## src/rtl/tle_pkg.sv

```systemverilog
// shared types, character codes and redraw sequences for the terminal line editor
package tle_pkg;

    localparam logic [7:0] CH_BEL  = 8'd7;
    localparam logic [7:0] CH_LF   = 8'd10;
    localparam logic [7:0] CH_CR   = 8'd13;
    localparam logic [7:0] CH_ESC  = 8'd27;
    localparam logic [7:0] CH_LBR  = 8'h5B;
    localparam logic [7:0] CH_K    = 8'h4B;
    localparam logic [6:0] CH_SP   = 7'd32;
    localparam logic [7:0] CH_PMIN = 8'd32;
    localparam logic [7:0] CH_PMAX = 8'd126;

    localparam logic [1:0] CFG_EOF    = 2'd0;
    localparam logic [1:0] CFG_ERASE  = 2'd1;
    localparam logic [1:0] CFG_KILL   = 2'd2;
    localparam logic [1:0] CFG_WERASE = 2'd3;

    typedef enum logic [2:0] {
        CL_WERASE,
        CL_ERASE,
        CL_KILL,
        CL_NL,
        CL_PRINT,
        CL_OTHER
    } t_cls;

    typedef struct packed {
        logic [7:0] key;
        logic       eof_hit;
        t_cls       cls;
    } t_cmd;

    typedef enum logic [2:0] {
        B_IDLE,
        B_SCAN,
        B_PRE,
        B_LINE,
        B_POST,
        B_CHAR,
        B_STAT
    } t_bstate;

    typedef enum logic [1:0] {
        SQ_REDRAW,
        SQ_KILL,
        SQ_SUBMIT
    } t_seq;

    function automatic logic [7:0] seq_byte(input t_seq s, input logic [2:0] k);
        logic [7:0] b;
        b = CH_CR;
        if (s == SQ_SUBMIT) begin
            b = CH_LF;
        end else begin
            unique case (k)
                3'd0:    b = CH_CR;
                3'd1:    b = CH_ESC;
                3'd2:    b = CH_LBR;
                3'd3:    b = CH_K;
                default: b = CH_CR;
            endcase
        end
        return b;
    endfunction

    function automatic logic [2:0] seq_last(input t_seq s);
        logic [2:0] n;
        unique case (s)
            SQ_REDRAW: n = 3'd3;
            SQ_KILL:   n = 3'd4;
            SQ_SUBMIT: n = 3'd0;
            default:   n = 3'd0;
        endcase
        return n;
    endfunction

    function automatic logic seq_line(input t_seq s);
        return (s == SQ_REDRAW) || (s == SQ_SUBMIT);
    endfunction

    function automatic logic seq_post(input t_seq s);
        return s == SQ_SUBMIT;
    endfunction

endpackage

```

## src/rtl/tle_front.sv

```systemverilog
// front end: control character registers, key acceptance and classification
module tle_front (
    input  logic             i_clk,
    input  logic             i_rst_n,
    input  logic             i_valid,
    output logic             o_stall,
    input  logic [7:0]       i_key_byte,
    input  logic             i_cfg_we,
    input  logic [1:0]       i_cfg_idx,
    input  logic [7:0]       i_cfg_data,
    output logic             o_push,
    output tle_pkg::t_cmd    o_cmd,
    input  logic             i_full
);
    import tle_pkg::*;

    logic [7:0] r_eof;
    logic [7:0] r_erase;
    logic [7:0] r_kill;
    logic [7:0] r_werase;

    always_ff @(posedge i_clk) begin
        if (!i_rst_n) begin
            r_eof    <= 8'd4;
            r_erase  <= 8'd127;
            r_kill   <= 8'd21;
            r_werase <= 8'd23;
        end else if (i_cfg_we) begin
            unique case (i_cfg_idx)
                CFG_EOF:    r_eof    <= i_cfg_data;
                CFG_ERASE:  r_erase  <= i_cfg_data;
                CFG_KILL:   r_kill   <= i_cfg_data;
                CFG_WERASE: r_werase <= i_cfg_data;
                default:    r_eof    <= r_eof;
            endcase
        end
    end

    assign o_stall = i_full;
    assign o_push  = i_valid && !i_full;

    always_comb begin
        o_cmd.key     = i_key_byte;
        o_cmd.eof_hit = (i_key_byte == r_eof);
        if (i_key_byte == r_werase) begin
            o_cmd.cls = CL_WERASE;
        end else if (i_key_byte == r_erase) begin
            o_cmd.cls = CL_ERASE;
        end else if (i_key_byte == r_kill) begin
            o_cmd.cls = CL_KILL;
        end else if ((i_key_byte == CH_LF) || (i_key_byte == CH_CR)) begin
            o_cmd.cls = CL_NL;
        end else if ((i_key_byte >= CH_PMIN) && (i_key_byte <= CH_PMAX)) begin
            o_cmd.cls = CL_PRINT;
        end else begin
            o_cmd.cls = CL_OTHER;
        end
    end

endmodule

```

## src/rtl/tle_queue.sv

```systemverilog
// two-entry queue of classified keys between front and back
module tle_queue (
    input  logic             i_clk,
    input  logic             i_rst_n,
    input  logic             i_push,
    input  tle_pkg::t_cmd    i_cmd,
    output logic             o_full,
    output logic             o_valid,
    output tle_pkg::t_cmd    o_cmd,
    input  logic             i_pop
);
    import tle_pkg::*;

    t_cmd       r_ent [2];
    logic       r_wp;
    logic       r_rp;
    logic [1:0] r_cnt;
    logic [1:0] n_cnt;

    assign o_full  = (r_cnt == 2'd2);
    assign o_valid = (r_cnt != 2'd0);
    assign o_cmd   = r_ent[r_rp];

    always_comb begin
        n_cnt = r_cnt;
        if (i_push && !(i_pop && o_valid)) begin
            n_cnt = r_cnt + 2'd1;
        end else if (!i_push && i_pop && o_valid) begin
            n_cnt = r_cnt - 2'd1;
        end
    end

    always_ff @(posedge i_clk) begin
        if (!i_rst_n) begin
            r_wp  <= 1'b0;
            r_rp  <= 1'b0;
            r_cnt <= 2'd0;
        end else begin
            r_cnt <= n_cnt;
            if (i_push) begin
                r_wp <= ~r_wp;
            end
            if (i_pop && o_valid) begin
                r_rp <= ~r_rp;
            end
        end
    end

    always_ff @(posedge i_clk) begin
        if (i_push) begin
            r_ent[r_wp] <= i_cmd;
        end
    end

endmodule

```

## src/rtl/tle_back.sv

```systemverilog
// back end: line store, cursor, word scan and terminal byte sequencer
module tle_back #(
    parameter int LINE_MAX = 40
) (
    input  logic             i_clk,
    input  logic             i_rst_n,
    input  logic             i_q_valid,
    input  tle_pkg::t_cmd    i_q_cmd,
    output logic             o_q_pop,
    output logic             o_valid,
    input  logic             i_stall,
    output logic [7:0]       o_out_byte,
    output logic             o_has_byte,
    output logic             o_session_end,
    output logic             o_last_of_run
);
    import tle_pkg::*;

    localparam int CW = $clog2(LINE_MAX + 1);
    localparam int AW = (LINE_MAX > 1) ? $clog2(LINE_MAX) : 1;
    localparam logic [CW-1:0] LMAX = CW'(LINE_MAX);
    localparam logic [CW-1:0] ONE  = CW'(1);

    t_bstate       r_state;
    t_bstate       n_state;
    logic [CW-1:0] r_cursor;
    logic [CW-1:0] n_cursor;
    logic          r_ended;
    logic          n_ended;
    logic [CW-1:0] r_p;
    logic [CW-1:0] n_p;
    logic          r_wph;
    logic          n_wph;
    t_seq          r_seq;
    t_seq          n_seq;
    logic [2:0]    r_k;
    logic [2:0]    n_k;
    logic [AW-1:0] r_idx;
    logic [AW-1:0] n_idx;
    logic [AW-1:0] r_ra;
    logic [AW-1:0] n_ra;
    logic [6:0]    r_rd;
    logic [7:0]    r_chr;
    logic [7:0]    n_chr;
    logic          r_sub;
    logic          n_sub;

    logic          r_ovalid;
    logic [7:0]    r_obyte;
    logic          r_ohas;
    logic          r_oend;
    logic          r_olast;

    logic [6:0]    r_mem [LINE_MAX];
    logic          w_we;
    logic [AW-1:0] w_wa;

    logic          w_free;
    logic          w_emit;
    logic [7:0]    e_byte;
    logic          e_has;
    logic          e_end;
    logic          e_last;
    logic          w_scan_done;
    logic          w_pre_end;
    logic          w_line_end;
    logic          w_to_line;
    logic [CW-1:0] w_cm1;

    assign w_free      = !r_ovalid || !i_stall;
    assign o_q_pop     = (r_state == B_IDLE) && i_q_valid;
    assign w_cm1       = r_cursor - ONE;
    assign w_scan_done = (r_p == '0) || (r_wph && (r_rd == CH_SP));
    assign w_pre_end   = (r_k == seq_last(r_seq));
    assign w_to_line   = seq_line(r_seq) && (r_cursor != '0);
    assign w_line_end  = (CW'(r_idx) == w_cm1);

    // next state
    always_comb begin
        n_state = r_state;
        unique case (r_state)
            B_IDLE: begin
                if (i_q_valid && !r_ended) begin
                    if (i_q_cmd.eof_hit && (r_cursor == '0)) begin
                        n_state = B_STAT;
                    end else begin
                        case (i_q_cmd.cls) inside
                            CL_WERASE:            n_state = B_SCAN;
                            CL_ERASE:             n_state = (r_cursor != '0) ? B_PRE : B_IDLE;
                            CL_KILL, CL_NL:       n_state = B_PRE;
                            default:              n_state = B_CHAR;
                        endcase
                    end
                end
            end
            B_SCAN: begin
                if (w_scan_done) begin
                    n_state = B_PRE;
                end
            end
            B_PRE: begin
                if (w_free && w_pre_end) begin
                    if (w_to_line) begin
                        n_state = B_LINE;
                    end else if (seq_post(r_seq)) begin
                        n_state = B_POST;
                    end else begin
                        n_state = B_IDLE;
                    end
                end
            end
            B_LINE: begin
                if (w_free && w_line_end) begin
                    n_state = seq_post(r_seq) ? B_POST : B_IDLE;
                end
            end
            B_CHAR: begin
                if (w_free) begin
                    n_state = r_sub ? B_PRE : B_IDLE;
                end
            end
            B_POST, B_STAT: begin
                if (w_free) begin
                    n_state = B_IDLE;
                end
            end
            default: n_state = B_IDLE;
        endcase
    end

    // datapath and emitted bytes
    always_comb begin
        n_cursor = r_cursor;
        n_ended  = r_ended;
        n_p      = r_p;
        n_wph    = r_wph;
        n_seq    = r_seq;
        n_k      = r_k;
        n_idx    = r_idx;
        n_ra     = r_ra;
        n_chr    = r_chr;
        n_sub    = r_sub;
        w_we     = 1'b0;
        w_wa     = AW'(r_cursor);
        w_emit   = 1'b0;
        e_byte   = 8'd0;
        e_has    = 1'b1;
        e_end    = 1'b0;
        e_last   = 1'b0;
        unique case (r_state)
            B_IDLE: begin
                if (i_q_valid && !r_ended) begin
                    n_k   = 3'd0;
                    n_idx = '0;
                    n_ra  = '0;
                    n_sub = 1'b0;
                    n_chr = CH_BEL;
                    if (i_q_cmd.eof_hit && (r_cursor == '0)) begin
                        n_ended = 1'b1;
                    end else begin
                        case (i_q_cmd.cls)
                            CL_WERASE: begin
                                n_p   = r_cursor;
                                n_wph = 1'b0;
                                n_seq = SQ_REDRAW;
                                n_ra  = (r_cursor == '0) ? '0 : AW'(w_cm1);
                            end
                            CL_ERASE: begin
                                n_seq = SQ_REDRAW;
                                if (r_cursor != '0) begin
                                    n_cursor = w_cm1;
                                end
                            end
                            CL_KILL: begin
                                n_seq    = SQ_KILL;
                                n_cursor = '0;
                            end
                            CL_NL: begin
                                n_seq = SQ_SUBMIT;
                            end
                            CL_PRINT: begin
                                w_we     = 1'b1;
                                n_chr    = i_q_cmd.key;
                                n_cursor = r_cursor + ONE;
                                n_sub    = ((r_cursor + ONE) == LMAX);
                                n_seq    = SQ_SUBMIT;
                            end
                            default: begin
                                n_chr = CH_BEL;
                            end
                        endcase
                    end
                end
            end
            B_SCAN: begin
                if (w_scan_done) begin
                    n_cursor = ((r_p == '0) && !r_wph) ? r_cursor : r_p;
                    n_ra     = '0;
                end else begin
                    if (!r_wph && (r_rd != CH_SP)) begin
                        n_wph = 1'b1;
                    end else begin
                        n_p = r_p - ONE;
                    end
                    n_ra = (n_p == '0) ? '0 : AW'(n_p - ONE);
                end
            end
            B_PRE: begin
                w_emit = 1'b1;
                e_byte = seq_byte(r_seq, r_k);
                e_last = w_pre_end && !w_to_line && !seq_post(r_seq);
                if (w_free) begin
                    n_k = r_k + 3'd1;
                end
            end
            B_LINE: begin
                w_emit = 1'b1;
                e_byte = {1'b0, r_rd};
                e_last = w_line_end && !seq_post(r_seq);
                if (w_free && !w_line_end) begin
                    n_idx = r_idx + AW'(1);
                    n_ra  = r_idx + AW'(1);
                end
            end
            B_POST: begin
                w_emit = 1'b1;
                e_byte = CH_LF;
                e_last = 1'b1;
                if (w_free) begin
                    n_cursor = '0;
                end
            end
            B_CHAR: begin
                w_emit = 1'b1;
                e_byte = r_chr;
                e_last = !r_sub;
                if (w_free) begin
                    n_k = 3'd0;
                end
            end
            B_STAT: begin
                w_emit = 1'b1;
                e_has  = 1'b0;
                e_end  = 1'b1;
                e_last = 1'b1;
            end
            default: begin
                w_emit = 1'b0;
            end
        endcase
    end

    always_ff @(posedge i_clk) begin
        if (!i_rst_n) begin
            r_state  <= B_IDLE;
            r_cursor <= '0;
            r_ended  <= 1'b0;
            r_ovalid <= 1'b0;
        end else begin
            r_state  <= n_state;
            r_cursor <= n_cursor;
            r_ended  <= n_ended;
            if (w_free) begin
                r_ovalid <= w_emit;
            end
        end
    end

    always_ff @(posedge i_clk) begin
        r_p   <= n_p;
        r_wph <= n_wph;
        r_seq <= n_seq;
        r_k   <= n_k;
        r_idx <= n_idx;
        r_ra  <= n_ra;
        r_chr <= n_chr;
        r_sub <= n_sub;
        if (w_free) begin
            r_obyte <= e_byte;
            r_ohas  <= e_has;
            r_oend  <= e_end;
            r_olast <= e_last;
        end
    end

    // line store, read every cycle at the next read address
    always_ff @(posedge i_clk) begin
        if (w_we) begin
            r_mem[w_wa] <= i_q_cmd.key[6:0];
        end
        r_rd <= r_mem[n_ra];
    end

    assign o_valid       = r_ovalid;
    assign o_out_byte    = r_obyte;
    assign o_has_byte    = r_ohas;
    assign o_session_end = r_oend;
    assign o_last_of_run = r_olast;

    a_end_item: assert property (@(posedge i_clk) disable iff (!i_rst_n)
        (r_ovalid && r_oend) |-> (r_olast && !r_ohas))
        else $error("session end item malformed");

    a_cursor_max: assert property (@(posedge i_clk) disable iff (!i_rst_n)
        r_cursor <= LMAX)
        else $error("cursor beyond line length");

    a_ended_quiet: assert property (@(posedge i_clk) disable iff (!i_rst_n)
        (r_ended && (r_state == B_IDLE)) |=> (r_state == B_IDLE))
        else $error("work started after session end");

    a_scan_bound: assert property (@(posedge i_clk) disable iff (!i_rst_n)
        (r_state == B_SCAN) |-> (r_p <= r_cursor))
        else $error("word scan past cursor");

endmodule

```

## src/rtl/terminal_line_editor.sv

```systemverilog
// top level of the terminal line editor
//
//  channel   direction  handshake           payload
//  key in    in         i_valid / o_stall   i_key_byte
//  term out  out        o_valid / i_stall   o_out_byte o_has_byte o_session_end o_last_of_run
//  config    in         i_cfg_we            i_cfg_idx i_cfg_data
//
//  a key is dispatched from the queue head while the back end is idle, then its bytes
//  leave at one per cycle from the output register while the output does not stall;
//  word erase first scans the line store, one entry per cycle; the two-entry queue
//  takes keys while the back end works
//  synchronous active-low reset; no clearing pass, the line store holds unwritten data
//  an output stall freezes the sequencer; the input stalls only when the queue is full
module terminal_line_editor #(
    parameter int LINE_MAX = 40
) (
    input  logic       i_clk,
    input  logic       i_rst_n,
    input  logic       i_valid,
    output logic       o_stall,
    input  logic [7:0] i_key_byte,
    output logic       o_valid,
    input  logic       i_stall,
    output logic [7:0] o_out_byte,
    output logic       o_has_byte,
    output logic       o_session_end,
    output logic       o_last_of_run,
    input  logic       i_cfg_we,
    input  logic [1:0] i_cfg_idx,
    input  logic [7:0] i_cfg_data
);
    import tle_pkg::*;

    logic w_push;
    logic w_full;
    logic w_q_valid;
    logic w_pop;
    t_cmd w_cmd_in;
    t_cmd w_cmd_out;

    tle_front u_front (
        .i_clk      (i_clk),
        .i_rst_n    (i_rst_n),
        .i_valid    (i_valid),
        .o_stall    (o_stall),
        .i_key_byte (i_key_byte),
        .i_cfg_we   (i_cfg_we),
        .i_cfg_idx  (i_cfg_idx),
        .i_cfg_data (i_cfg_data),
        .o_push     (w_push),
        .o_cmd      (w_cmd_in),
        .i_full     (w_full)
    );

    tle_queue u_queue (
        .i_clk   (i_clk),
        .i_rst_n (i_rst_n),
        .i_push  (w_push),
        .i_cmd   (w_cmd_in),
        .o_full  (w_full),
        .o_valid (w_q_valid),
        .o_cmd   (w_cmd_out),
        .i_pop   (w_pop)
    );

    tle_back #(
        .LINE_MAX (LINE_MAX)
    ) u_back (
        .i_clk         (i_clk),
        .i_rst_n       (i_rst_n),
        .i_q_valid     (w_q_valid),
        .i_q_cmd       (w_cmd_out),
        .o_q_pop       (w_pop),
        .o_valid       (o_valid),
        .i_stall       (i_stall),
        .o_out_byte    (o_out_byte),
        .o_has_byte    (o_has_byte),
        .o_session_end (o_session_end),
        .o_last_of_run (o_last_of_run)
    );

endmodule
```

## config.mk

```make
export PLATFORM = sky130hd
export DESIGN_NAME = terminal_line_editor
export DESIGN_NICKNAME = d
export VERILOG_FILES = /design/src/rtl/tle_pkg.sv /design/src/rtl/tle_front.sv /design/src/rtl/tle_queue.sv /design/src/rtl/tle_back.sv /design/src/rtl/terminal_line_editor.sv
export SDC_FILE = /design/constraint.sdc
export NUM_CORES = 1
export LEC_CHECK = 0
export BUFFER_PORTS_ARGS = -buffer_cell sky130_fd_sc_hd__buf_2
export CORE_UTILIZATION = 33
export DETAILED_ROUTE_END_ITERATION = 10
export PLACE_DENSITY = 0.54
export SLEW_MARGIN = 20
export SYNTH_ARGS = -nofsm -noshare
export SYNTH_HDL_FRONTEND = slang
export SYNTH_SLANG_ARGS = --single-unit
```

## constraint.sdc

```tcl
create_clock -name i_clk -period 7.4 [get_ports i_clk]
set_clock_uncertainty 0.15 [all_clocks]
set_input_delay 0 -clock i_clk [delete_from_list [all_inputs] [get_ports i_clk]]
set_output_delay 0 -clock i_clk [all_outputs]
set_load 0.02 [all_outputs]
```

Word level (Yosys, flattened, before mapping)
Memory sizes are Yosys's and may differ from the RTL's. A register that Yosys moved wholly into a read port is not among the register bits.
Index checks and enable logic that the tools add are counted.

word-level totals
  register bits after elaboration = 91
  bits in writable memories = 304
  input bits = 23
  output and inout port bits = 13
  word-level logic and storage cells = 230
  memories = 2

operators by class
  $add $sub $neg = 8
  magnitude comparators = 2
  equal/unequal tests = 46
  muxes and demuxes = 77
  bitwise gates (word level) = 4
  reduce and logical (&&, ||, !) cells = 68

memories
  name           words  width  rd ports  clocked after Yosys merged registers in  write ports  RTL line         source
  u_back.r_mem   40     7      1         1                                        1            tle_back.sv:54   logic [6:0] r_mem [LINE_MAX];
  u_queue.r_ent  2      12     1         1                                        1            tle_queue.sv:14  t_cmd r_ent [2];

operators by type and width
  operator                                                             count
  6-bit 2-to-1 mux                                                     22
  3-bit 2-to-1 mux                                                     18
  6-bit one-hot mux with 3 select lines                                3
  8-bit == test                                                        4
  8-bit one-hot mux with 4 select lines                                1
  6-bit one-hot mux with 2 select lines                                2
  7-bit one-hot mux with 3 select lines                                1
  1-bit logical AND                                                    19
  1-bit 2-to-1 mux                                                     19
  3-bit by 2-bit == test with 1-bit output (second input constant)     6
  6-bit logical NOT                                                    3
  2-bit by 1-bit != test with 1-bit output (second input constant)     9
  3-bit one-hot mux with 6 select lines                                1
  6-bit by 1-bit subtractor with 6-bit output (second input constant)  3
  8-bit by 4-bit == test with 1-bit output (second input constant)     2
  6-bit by 1-bit adder with 6-bit output (second input constant)       2
  3-bit == test (second input constant)                                4
  6-bit AND reduction                                                  2
  1-bit logical NOT                                                    11
  2-bit != test (second input constant)                                5
  2-bit AND reduction                                                  5
  2-bit OR reduction                                                   5
  3-bit by 1-bit == test with 1-bit output (second input constant)     3
  3-bit one-hot mux with 3 select lines                                1
  32 further kinds                                                     54

Longest topological paths before layout
Gate-level depths: netlist (run 1).

  depth in word-level cells = 9
  mapped depth = 17
  gate-level depth less buffers = 13

Modules after synthesis
From an unflattened synthesis (run 1), not the netlist that was laid out.

second synthesis, totals
  cell total of the unflattened synthesis = 1604
  area total of the unflattened synthesis = 18502.7 sq um

modules (own cells, without submodules)
  module     times used  cells each  area each (sq um)  seq. area each (sq um)
  tle_back   1           1331        15612.5            10029.6
  tle_front  1           211         1796.7             640.6
  tle_queue  1           62          1093.5             820.8

Least setup slack after synthesis (run 1)
No wires, ideal clock.

  kind = register to register
  start = reg u_back.r_cursor[0]
  end = reg u_back.r_rd[4], read port of u_back.r_mem
  setup time = 0.096 ns
  data arrival time = 3.483 ns
  required time = 7.154 ns
  setup slack = 3.671 ns
  stages on the path, launching flop included = 16
  buffers on the path = 2
  clock period less this slack = 3.729 ns
  path through = dfxtp_1 buf_6 inv_1 ha_1 nor3b_2 or3b_2 nand4_1 o2bb2ai_1 a211oi_4 and2_4 inv_8 buf_8 mux2i_1 mux2_2 a22o_1 o41ai_2

on the way
  cells in the longest elaborated chain, start to end = 6
  elaborated cells between the ends (all ways) = 12
  classes of those cells = 1 x add/sub; 1 x eq/ne; 6 x mux; 4 x reduce/logical

ends and longest elaborated chain
  item                                                                                     RTL line                                          source
  start, declared                                                                          tle_back.sv:26                                    logic [CW-1:0] r_cursor;
  start signal, assigned                                                                   tle_back.sv:261                                   r_cursor <= n_cursor;
  6-bit by 1-bit subtractor with 6-bit output / 6-bit logical NOT (equally long branches)  tle_back.sv:72, tle_back.sv:158, tle_back.sv:166
  6-bit == test / 6-bit 2-to-1 mux (equally long branches)                                 tle_back.sv:76, tle_back.sv:166
  1-bit logical NOT / 6-bit 2-to-1 mux (equally long branches)                             tle_back.sv:220, tle_back.sv:161
  1-bit logical AND / 6-bit 2-to-1 mux (equally long branches)                             tle_back.sv:220, tle_back.sv:158
  6-bit 2-to-1 mux (on tied branches)                                                      tle_back.sv:220, tle_back.sv:152
  6-bit one-hot mux with 3 select lines *                                                  tle_back.sv:150                                   unique case (r_state)
  end, declared                                                                            tle_back.sv:42                                    logic [6:0] r_rd;

Every way passes the cells marked *; elsewhere a longest branch is shown, timed or not.
A chain may end at the register's enable or synchronous reset.

Worst setup path after layout (run 1)
  start = reg u_back.r_rd[3], read port of u_back.r_mem
  end = reg u_back.r_rd[4], read port of u_back.r_mem

on the way
  cells in the longest elaborated chain, start to end = 9
  elaborated cells between the ends (all ways) = 13
  classes of those cells = 1 x add/sub; 2 x eq/ne; 6 x mux; 4 x reduce/logical

ends and longest elaborated chain
  item                                                                                     RTL line         source
  7-bit by 6-bit != test with 1-bit output                                                 tle_back.sv:200  if (!r_wph && (r_rd != CH_SP)) begin
  1-bit logical AND                                                                        tle_back.sv:200
  6-bit 2-to-1 mux                                                                         tle_back.sv:200
  6-bit 2-to-1 mux                                                                         tle_back.sv:196  if (w_scan_done) begin
  6-bit 2-to-1 mux                                                                         tle_back.sv:150
  6-bit by 1-bit subtractor with 6-bit output / 6-bit logical NOT (equally long branches)  tle_back.sv:205  n_ra = (n_p == '0) ? '0 : AW'(n_p - ONE);
  6-bit 2-to-1 mux                                                                         tle_back.sv:205
  6-bit 2-to-1 mux *                                                                       tle_back.sv:196
  6-bit one-hot mux with 3 select lines *                                                  tle_back.sv:150

Every way passes the cells marked *; elsewhere a longest branch is shown, timed or not. The select of a mux whose other input is x is not followed.

==> impl_metrics.json, run 1 <==
{
  "max_stage_delay_ns": 0.84,
  "ctsResizeCount": 0,
  "drv_slew": 0,
  "setup_viol_count_final": 0,
  "cts_setup_buffers": 0,
  "end_kind": "flop",
  "gp_congestion": 0.896,
  "nets": 1493,
  "tns_ns": 0,
  "clk-insertion-delay-late_ns": 0.59,
  "grt.busiest_layer": "met2",
  "synth_edf_count": 342,
  "hold_slack_ns": 0.0944,
  "cp_cell_sequence": "nor4b_1 -> a21oi_1 -> xnor2_1 -> ha_1 -> nor3_1 -> nand2_1 -> and2_4 -> inv_8 -> a211oi_1 -> o21ai_0 -> a31oi_1 -> o41ai_2",
  "synth_area_leader_cell": "edfxtp_1",
  "initial_core_util_pct": 33.4,
  "yosys.area.top_type_share_pct": 57.1,
  "drcViolationCount": 0,
  "cp_max_fo": 141,
  "ctsHoldBuffers": 35,
  "gr-usage-all-layers_pct": 17.1,
  "rows": 85,
  "htree_levels": 2,
  "crit_family": "compound AO/OA/AOI/OAI gates",
  "leakagePower_nw": 6.86,
  "finalHoldViolCount": 0,
  "drive_gt1_share_pct": 11.0,
  "dp_worst_setup_slack_ns": 2.32,
  "cts_sinks": 403,
  "drt_pre_antenna_iters": 6,
  "final_util_pct": 38.0,
  "ir_drop_uv": 216,
  "rsz0062_at_grt": "false",
  "antenna_found_initial": 1,
  "worstSetupPathType": "reg -> reg",
  "outcome": "complete, no violations",
  "numCtsBuffers": 45,
  "crit_path_start_kind": "flop",
  "cts_tree": "done",
  "grt_overflow_total": 0,
  "vias_per_cell": 5.39,
  "layout_setup_ws_ns": 2.27,
  "synthFlopType": "edfxtp_1",
  "ys_top_cells_by_area": "edfxtp_1 57%, dfxtp_1 6.8%, mux2i_1 3.5%",
  "drtIter0Drc": 1107,
  "ios": 36,
  "cp.arrival_ns": 5.46,
  "yosysWarnings": 0,
  "worstMarginPinSlew_ns": 1.10,
  "dieArea_um2": 55400,
  "synth_nets": 1453,
  "synth_area_um2": 18000,
  "multi_input_area_um2": 5950,
  "slew_headroom_pct": 26.4,
  "n_antenna_cell": 0,
  "hp-class": "in -> reg",
  "ff_latch_area_um2": 11500,
  "seq_area_frac_synth_pct": 63.9,
  "die_w_um": 235,
  "portBuffers": 35,
  "min_period_ns": 5.13,
  "cts_buffer_depth": 3,
  "grt_start_max_net_pins": 142,
  "synth_cell_type_count": 79,
  "max_freq_mhz": 195,
  "grt_pass1_wl_um": 72300,
  "routed_wl_um": 47800,
  "fin_crit_sh_pct": 69.4,
  "pwr_density_cell_nw_per_um2": 376,
  "ys_ff_latch": 403,
  "maxCapViolCount": 0,
  "slowest_stage": "nor4b_1",
  "dp_hpwl_um": 29400,
  "nFillCells": 5084,
  "global_route.usage.met3_pct": 2.65,
  "grt_pass1_vias": 11500,
  "cp_data_required_time_ns": 7.73,
  "coreArea_um2": 53800,
  "cts-root-buf": "clkbuf_16",
  "grt.met1_usage_pct": 23.5,
  "syn_to_final_growth_pct": 13.8,
  "use_met2_pct": 27.2,
  "fp.dieH_um": 235,
  "wl_per_cell_um": 21.8,
  "async_flop_share_pct": 0,
  "avgSynthCellArea_um2": 12.7,
  "ant_nets": 0,
  "cp.buffers_inverters": 1,
  "path_clk_slew_ns": 0.06,
  "synthesis.instances": 1419,
  "vias": 11800
}
logic make-up (layout without fill, tap and decap cells):
family / Yosys count / after routing / synth area share [%]
xor gates and xnor gates: 58 / 58 / 3.08
AOI/OAI and AO/OA: 295 / 295 / 11.9
muxes: 83 / 83 / 4.77
adders and majority gates: 11 / 11 / 0.765
DFF: 403 / 403 / 63.9
and+or+nand+nor: 457 / 457 / 12.5
buffers and inverters: 112 / 186 / 3.08
synthesized netlist by cell type (22+ instances only):
master,number
dfxtp_1,61
clkbuf_1,53
and3_1,77
xnor2_1,31
edfxtp_1,342
a21oi_1,35
nand3_1,35
nor2_1,94
o21ai_0,55
inv_1,22
mux2i_1,62
a211oi_1,69
xor2_1,24
nand2_1,142
layout by cell type, fill, tap and decap left out, drive strengths merged, types with 24 or more instances in the layout:
| cell | count |
|---|---|
| a21oi | 36 |
| a211oi | 75 |
| nor2 | 94 |
| xnor2 | 31 |
| inv | 24 |
| nand2 | 142 |
| clkbuf | 68 |
| o21ai | 60 |
| mux2i | 62 |
| nand3 | 35 |
| edfxtp | 342 |
| xor2 | 24 |
| buf | 47 |
| dfxtp | 61 |
| and3 | 77 |
| dlygate4sd3 | 35 |
path summary, 6_finish.rpt:
path,from,end,slack [ns],cells after the start
worst min-delay path,i_cfg_data[2],u_front.r_eof[2],0.09,4
worst max register to register,u_back.r_rd[3],u_back.r_rd[4],2.27,12
worst min register to register,u_front.r_kill[7],u_front.r_kill[7],0.33,2
worst max-delay path,u_back.r_rd[3],u_back.r_rd[4],2.27,12
per-stage QoR:
step | total power, W | cells | area [um2]
after floorplan | 0.00477 | 1419 | 18000
after global placement | 0.00551 | 2073 | 18700
after detailed placement | 0.00553 | 2073 | 18700
after CTS | 0.00775 | 2189 | 20500
after global routing | 0.00806 | 2189 | 20500
final | 0.00771 | 2189 | 20500
metal layers:
| metal | up-vias | part of all wire (%) |
|---|---|---|
| met1 | 5905 | 45 |
| li1 | 5457 | - |
| met5 | - | 0 |
| met4 | 0 | 2.9 |
| met3 | 80 | 5.0 |
| met2 | 360 | 47 |
registers in the layout, indices dropped and copies added, names as in the netlist, 7 cells and up, named ones only:
signal,cells
u_front.r_erase,8
u_back.r_rd,7
u_front.r_kill,8
u_back.o_out_byte,8
u_front.r_eof,8
u_back.r_mem,280
u_queue.r_ent,24
u_front.r_werase,8
u_back.r_chr,8
cell type report:
type / count / share of cell area, %
repair buffers: 82 / 3.07
clock buffers: 68 / 6.22
multi-input cells: 904 / 29.0
inverters: 23 / 0.458
clock inverters: 13 / 0.819
well taps: 696 / 4.25
flip-flops and latches: 403 / 56.1
worst register-to-register path: stages, from the launching register on:
cell,delay (ns)
dfxtp_1,0.31
nor4b_1,0.84
a21oi_1,0.36
xnor2_1,0.40
ha_1,0.31
nor3_1,0.21
nand2_1,0.10
and2_4,0.27
inv_8,0.74
a211oi_1,0.32
o21ai_0,0.47
a31oi_1,0.20
o41ai_2,0.37
power breakdown:
| group | switching [W] | internal (W) |
|---|---|---|
| Sequential | 0.000170 | 0.00280 |
| Clock | 0.000896 | 0.00129 |
| Combinational | 0.00167 | 0.000870 |
Power figures use the tool's default switching activity.
==> run 2, diff against run 1 <==
Clock period 7.4 ns to 5.2 ns, I/O delays scaled along.
==> impl_metrics.json, run 2 (synthesis results as in run 1) <==
{
  "reg2reg_depth": 13,
  "slew_headroom_pct": 27.7,
  "gp_congestion": 0.855,
  "slowest_stage": "buf_4",
  "routed_wl_um": 46800,
  "numCtsBuffers": 44,
  "vias_per_cell": 5.30,
  "final_common_cell": "edfxtp_1",
  "cp.arrival_ns": 5.01,
  "cp.buffers_inverters": 2,
  "portBuffers": 35,
  "rsz0062_at_grt": "false",
  "wl_per_cell_um": 21.2,
  "cpMostUsedCell": "nand4_1",
  "fp.dieH_um": 235,
  "fin_crit_sh_pct": 91.3,
  "drv_slew": 0,
  "stdcell_area_um2": 20600,
  "holdPathEnd": "u_front.r_werase[2]",
  "leakagePower_nw": 6.97,
  "cp_cell_sequence": "inv_1 -> ha_1 -> nor3b_2 -> or3b_2 -> nand4_1 -> o2bb2ai_1 -> a211oi_4 -> buf_4 -> and3_1 -> a211oi_1 -> o21ai_0 -> nand4_1 -> o41ai_1",
  "cp_data_required_time_ns": 5.46,
  "antenna_found_initial": 0,
  "cts-root-buf": "clkbuf_16",
  "place_area_um2": 18900,
  "grt_overflow_total": 0,
  "ant_nets": 0,
  "max_stage_delay_ns": 0.62,
  "vias": 11700,
  "cp_max_fo": 70,
  "top_regs": "u_back.r_mem: 280 flops, u_queue.r_ent: 24 flops",
  "htree_levels": 2,
  "outcome": "complete, no violations",
  "grt_pass1_wl_um": 72400,
  "cts_buffer_depth": 3,
  "dp_hpwl_um": 29400,
  "ir_drop_uv": 257,
  "coreArea_um2": 53800,
  "hp-class": "in -> reg",
  "drt_pre_antenna_iters": 6,
  "clk-insertion-delay-late_ns": 0.57,
  "min_period_ns": 4.75,
  "r2r_slack_ns": 0.45,
  "layout_setup_ws_ns": 0.450,
  "maxCapViolCount": 0,
  "pwr_density_cell_nw_per_um2": 541,
  "final_cell_mix": "342 x edfxtp_1, 142 x nand2_1, 93 x nor2_1",
  "hold_start": "i_cfg_data[2]",
  "tns_ns": 0,
  "cts_tree": "done",
  "crit_path_start_kind": "flop",
  "grt_start_max_net_pins": 71,
  "r2r_end": "u_back.r_rd[5]",
  "whs_path_depth": 4,
  "setup_viol_count_final": 0,
  "largest_reg_flops": 280,
  "max_freq_mhz": 211,
  "design_power_total_w": 0.0112,
  "syn_to_final_growth_pct": 14.7,
  "gr-usage-all-layers_pct": 16.9,
  "end_kind": "flop",
  "n_antenna_cell": 0,
  "drive_gt1_share_pct": 12.4,
  "dieArea_um2": 55400,
  "ios": 36,
  "cts_sinks": 403,
  "r2r_start": "u_back.r_cursor[1]",
  "initial_core_util_pct": 33.4,
  "dp_worst_setup_slack_ns": 0.496,
  "nets": 1513,
  "regMostFlops": "u_back.r_mem",
  "drtIter0Drc": 970,
  "drcViolationCount": 0,
  "die_w_um": 235,
  "crit_family": "simple AND/OR/NAND/NOR gates",
  "path_clk_slew_ns": 0.06,
  "worstMarginPinSlew_ns": 1.08,
  "grt_pass1_vias": 11700,
  "rows": 85,
  "finalHoldViolCount": 0,
  "crit_cells": 13,
  "worstSetupPathType": "reg -> reg"
}
==> run 2: cell types whose count changed in the layout (fill, tap and decap cells not counted), sizes merged <==
cell	delta
buf	+24
dlygate4sd3	-3
clkinv	+2
clkinvlp	+1
clkbuf	-6
==> run 2: metrics by stage <==
stage	hold slack (ns)	util [%]	std cells
after detailed placement	0.136	35.1	2097
after global placement	0.128	35.1	2097
after CTS	0.0724	38.3	2207
final	0.112	38.3	2207
after global routing	0.122	38.3	2207
after floorplan	-0.0511	-	1419
==> run 2: worst max path at each step <==
stage	startpoint	to	slack, ns
floorplan	u_back.r_cursor[0]	u_back.r_rd[4]	1.47
global placement	u_back.r_cursor[1]	u_back.r_rd[5]	0.70
detailed placement	u_back.r_cursor[1]	u_back.r_rd[5]	0.50
CTS	u_back.r_cursor[1]	u_back.r_rd[5]	0.47
global route	u_back.r_cursor[1]	u_back.r_rd[5]	0.19
finish	u_back.r_cursor[1]	u_back.r_rd[5]	0.45
==> run 2: report_power, final <==
part | switching [W] | internal, W
Clock | 0.00127 | 0.00185
Sequential | 0.000243 | 0.00399
Combinational | 0.00246 | 0.00136
==> run 2: tightest hold or removal path, delay by kind of cell <==
kind	cells	cell delay, ns
buffers and inverters	2	0.67
and+or+nand+nor	2	0.13
==> run 2: metal layers <==
layer / wire length, um / track usage (%)
met1: 21400 / 23.5
met3: 2430 / 2.59
met2: 21900 / 27.0
met5: 0 / 0
met4: 1100 / 5.27
==> run 2: cell type report <==
cell class	instances	area (um2)
Inverter	23	93.8
Timing Repair Buffer	103	803
Sequential cell	403	11500
Clock buffer	62	1270
Clock inverter	16	164
Multi-Input combinational cell	904	5940
Tap cell	696	871
Fill cell	5073	33200
==> run 2: timing repair <==
action | CTS | global route
resized for setup | 0 | 0
setup buffers | 0 | 0
hold endpoints to repair | 78 | 0
hold buffers | 32 | 0
==> run 3, diff against run 2 <==
Settings changed: BUFFER_PORTS_ARGS -buffer_cell sky130_fd_sc_hd__buf_2 to -buffer_cell sky130_fd_sc_hd__buf_4, SLEW_MARGIN 20 to not set.
==> impl_metrics.json, run 3 (synthesis results as in run 1) <==
{
  "cp_cell_sequence": "buf_4 -> inv_1 -> ha_1 -> nor3b_2 -> or3b_2 -> nand4_1 -> o2bb2ai_1 -> a211oi_4 -> buf_4 -> and3_1 -> a211oi_1 -> o21ai_0 -> a31oi_1 -> o41ai_2",
  "end_kind": "flop",
  "tns_ns": 0,
  "largest_reg_flops": 280,
  "cpMostUsedCell": "buf_4",
  "slowest_stage": "buf_4",
  "pwr_density_cell_nw_per_um2": 539,
  "vias_per_cell": 5.34,
  "internal-power_w": 0.00719,
  "dieArea_um2": 55400,
  "gr-usage-all-layers_pct": 17.2,
  "die_w_um": 235,
  "dp_worst_setup_slack_ns": 0.576,
  "drive_gt1_share_pct": 12.1,
  "routed_wl_um": 47300,
  "finalHoldViolCount": 0,
  "antenna_found_initial": 0,
  "final_common_cell": "edfxtp_1",
  "rsz0062_at_grt": "false",
  "crit_path_start_kind": "flop",
  "maxCapViolCount": 0,
  "regMostFlops": "u_back.r_mem",
  "whs_path_depth": 4,
  "dp_hpwl_um": 29500,
  "coreArea_um2": 53800,
  "drtIter0Drc": 883,
  "ant_nets": 0,
  "rows": 85,
  "cp_max_fo": 70,
  "htree_levels": 2,
  "cts_buffer_depth": 3,
  "ir_drop_uv": 407,
  "initial_core_util_pct": 33.4,
  "cts-root-buf": "clkbuf_16",
  "cts_setup_buffers": 0,
  "r2r_end": "u_back.r_rd[0]",
  "grt_overflow_total": 0,
  "reg2reg_depth": 14,
  "worstSetupPathType": "reg -> reg",
  "portBuffers": 35,
  "layout_setup_ws_ns": 0.541,
  "holdPathEnd": "u_front.r_erase[0]",
  "place_area_um2": 18900,
  "drcViolationCount": 0,
  "setup_viol_count_final": 0,
  "final_cell_mix": "342 x edfxtp_1, 142 x nand2_1, 94 x nor2_1",
  "leakagePower_nw": 6.97,
  "nets": 1513,
  "cts_tree": "done",
  "grt_pass1_vias": 11800,
  "fp.dieH_um": 235,
  "outcome": "complete, no violations",
  "vias": 11800,
  "gp_congestion": 0.835,
  "slew_headroom_pct": 27.1,
  "drt_pre_antenna_iters": 5,
  "stdcell_area_um2": 20800,
  "hp-class": "in -> reg",
  "p_sw_w": 0.00399,
  "switching_share_pct": 35.7,
  "top_regs": "u_back.r_mem: 280 flops, u_queue.r_ent: 24 flops",
  "grt_start_max_net_pins": 77,
  "ctsResizeCount": 0,
  "drv_slew": 0,
  "cp_data_required_time_ns": 5.53,
  "final_util_pct": 38.6,
  "syn_to_final_growth_pct": 15.4,
  "ios": 36,
  "wl_per_cell_um": 21.4,
  "r2r_start": "u_back.r_cursor[0]",
  "min_period_ns": 4.66,
  "clk-insertion-delay-late_ns": 0.59,
  "fin_crit_sh_pct": 89.6,
  "n_antenna_cell": 0,
  "cp.arrival_ns": 4.99,
  "max_stage_delay_ns": 0.59,
  "grt_pass1_wl_um": 73300,
  "hold_slack_ns": 0.0484,
  "cts_sinks": 403,
  "r2r_slack_ns": 0.54,
  "numCtsBuffers": 44,
  "p_comb_share_pct": 33.6,
  "hold_start": "i_cfg_data[0]",
  "max_freq_mhz": 215,
  "pwr-share-clk_pct": 28.4,
  "path_clk_slew_ns": 0.07,
  "pwr-share-seq_pct": 37.9,
  "worstMarginPinSlew_ns": 1.09
}
run 3: stage by stage:
step / cells / power [W]
floorplan: 1419 / 0.00679
CTS: 2209 / 0.0112
global placement: 2091 / 0.00802
detailed placement: 2091 / 0.00802
finish: 2209 / 0.0112
global route: 2209 / 0.0117
run 3: worst max path at each step:
stage	from	end	slack (ns)	cells after the start
finish	u_back.r_cursor[0]	u_back.r_rd[0]	0.54	14
global route	u_back.r_cursor[0]	u_back.r_rd[4]	0.28	14
CTS	u_back.r_cursor[0]	u_back.r_rd[0]	0.57	14
detailed placement	u_back.r_cursor[0]	u_back.r_rd[0]	0.58	14
global placement	u_back.r_cursor[0]	u_back.r_rd[0]	0.67	14
floorplan	u_back.r_cursor[0]	u_back.r_rd[4]	1.47	15
run 3: metal layers:
layer | share of wire [%] | vias up | GRT usage, %
met1 | 45 | 5862 | 23.4
met2 | 47 | 333 | 27.6
met3 | 5.2 | 88 | 2.73
met4 | 2.9 | 0 | 6.28
li1 | - | 5507 | -
met5 | 0 | - | 0
run 3: worst max-delay path, delay by kind of cell, from the launching register on:
kind	cells	cell delay (ns)
compound gates	6	1.42
buf+inv	3	0.89
fa+ha+maj	1	0.28
flops	1	0.30
simple gates	4	1.50
run 3: power groups by stage:
| stage | Sequential, W | Clock, W | Combinational [W] |
|---|---|---|---|
| global placement | 0.00430 | 0 | 0.00371 |
| finish | 0.00424 | 0.00318 | 0.00376 |
| floorplan | 0.00418 | 0 | 0.00261 |
| detailed placement | 0.00431 | 0 | 0.00372 |
| CTS | 0.00424 | 0.00324 | 0.00376 |
| global route | 0.00427 | 0.00336 | 0.00407 |
run 3: timing repair:
item                                    in CTS  in global routing
hold buffers                                38                  0
endpoints found under the setup margin       0                  0
endpoints found under the hold margin       90                  0
run 3: final cells by class:
class                      instances  area, um2
sequential                       403      11500
tap                              696        871
clock buffer                      59       1230
multi-input combinational        904       5940
timing repair buffer             103        893
clock inverter                    21        240
inverter                          23       93.8
fill                            5149      33100
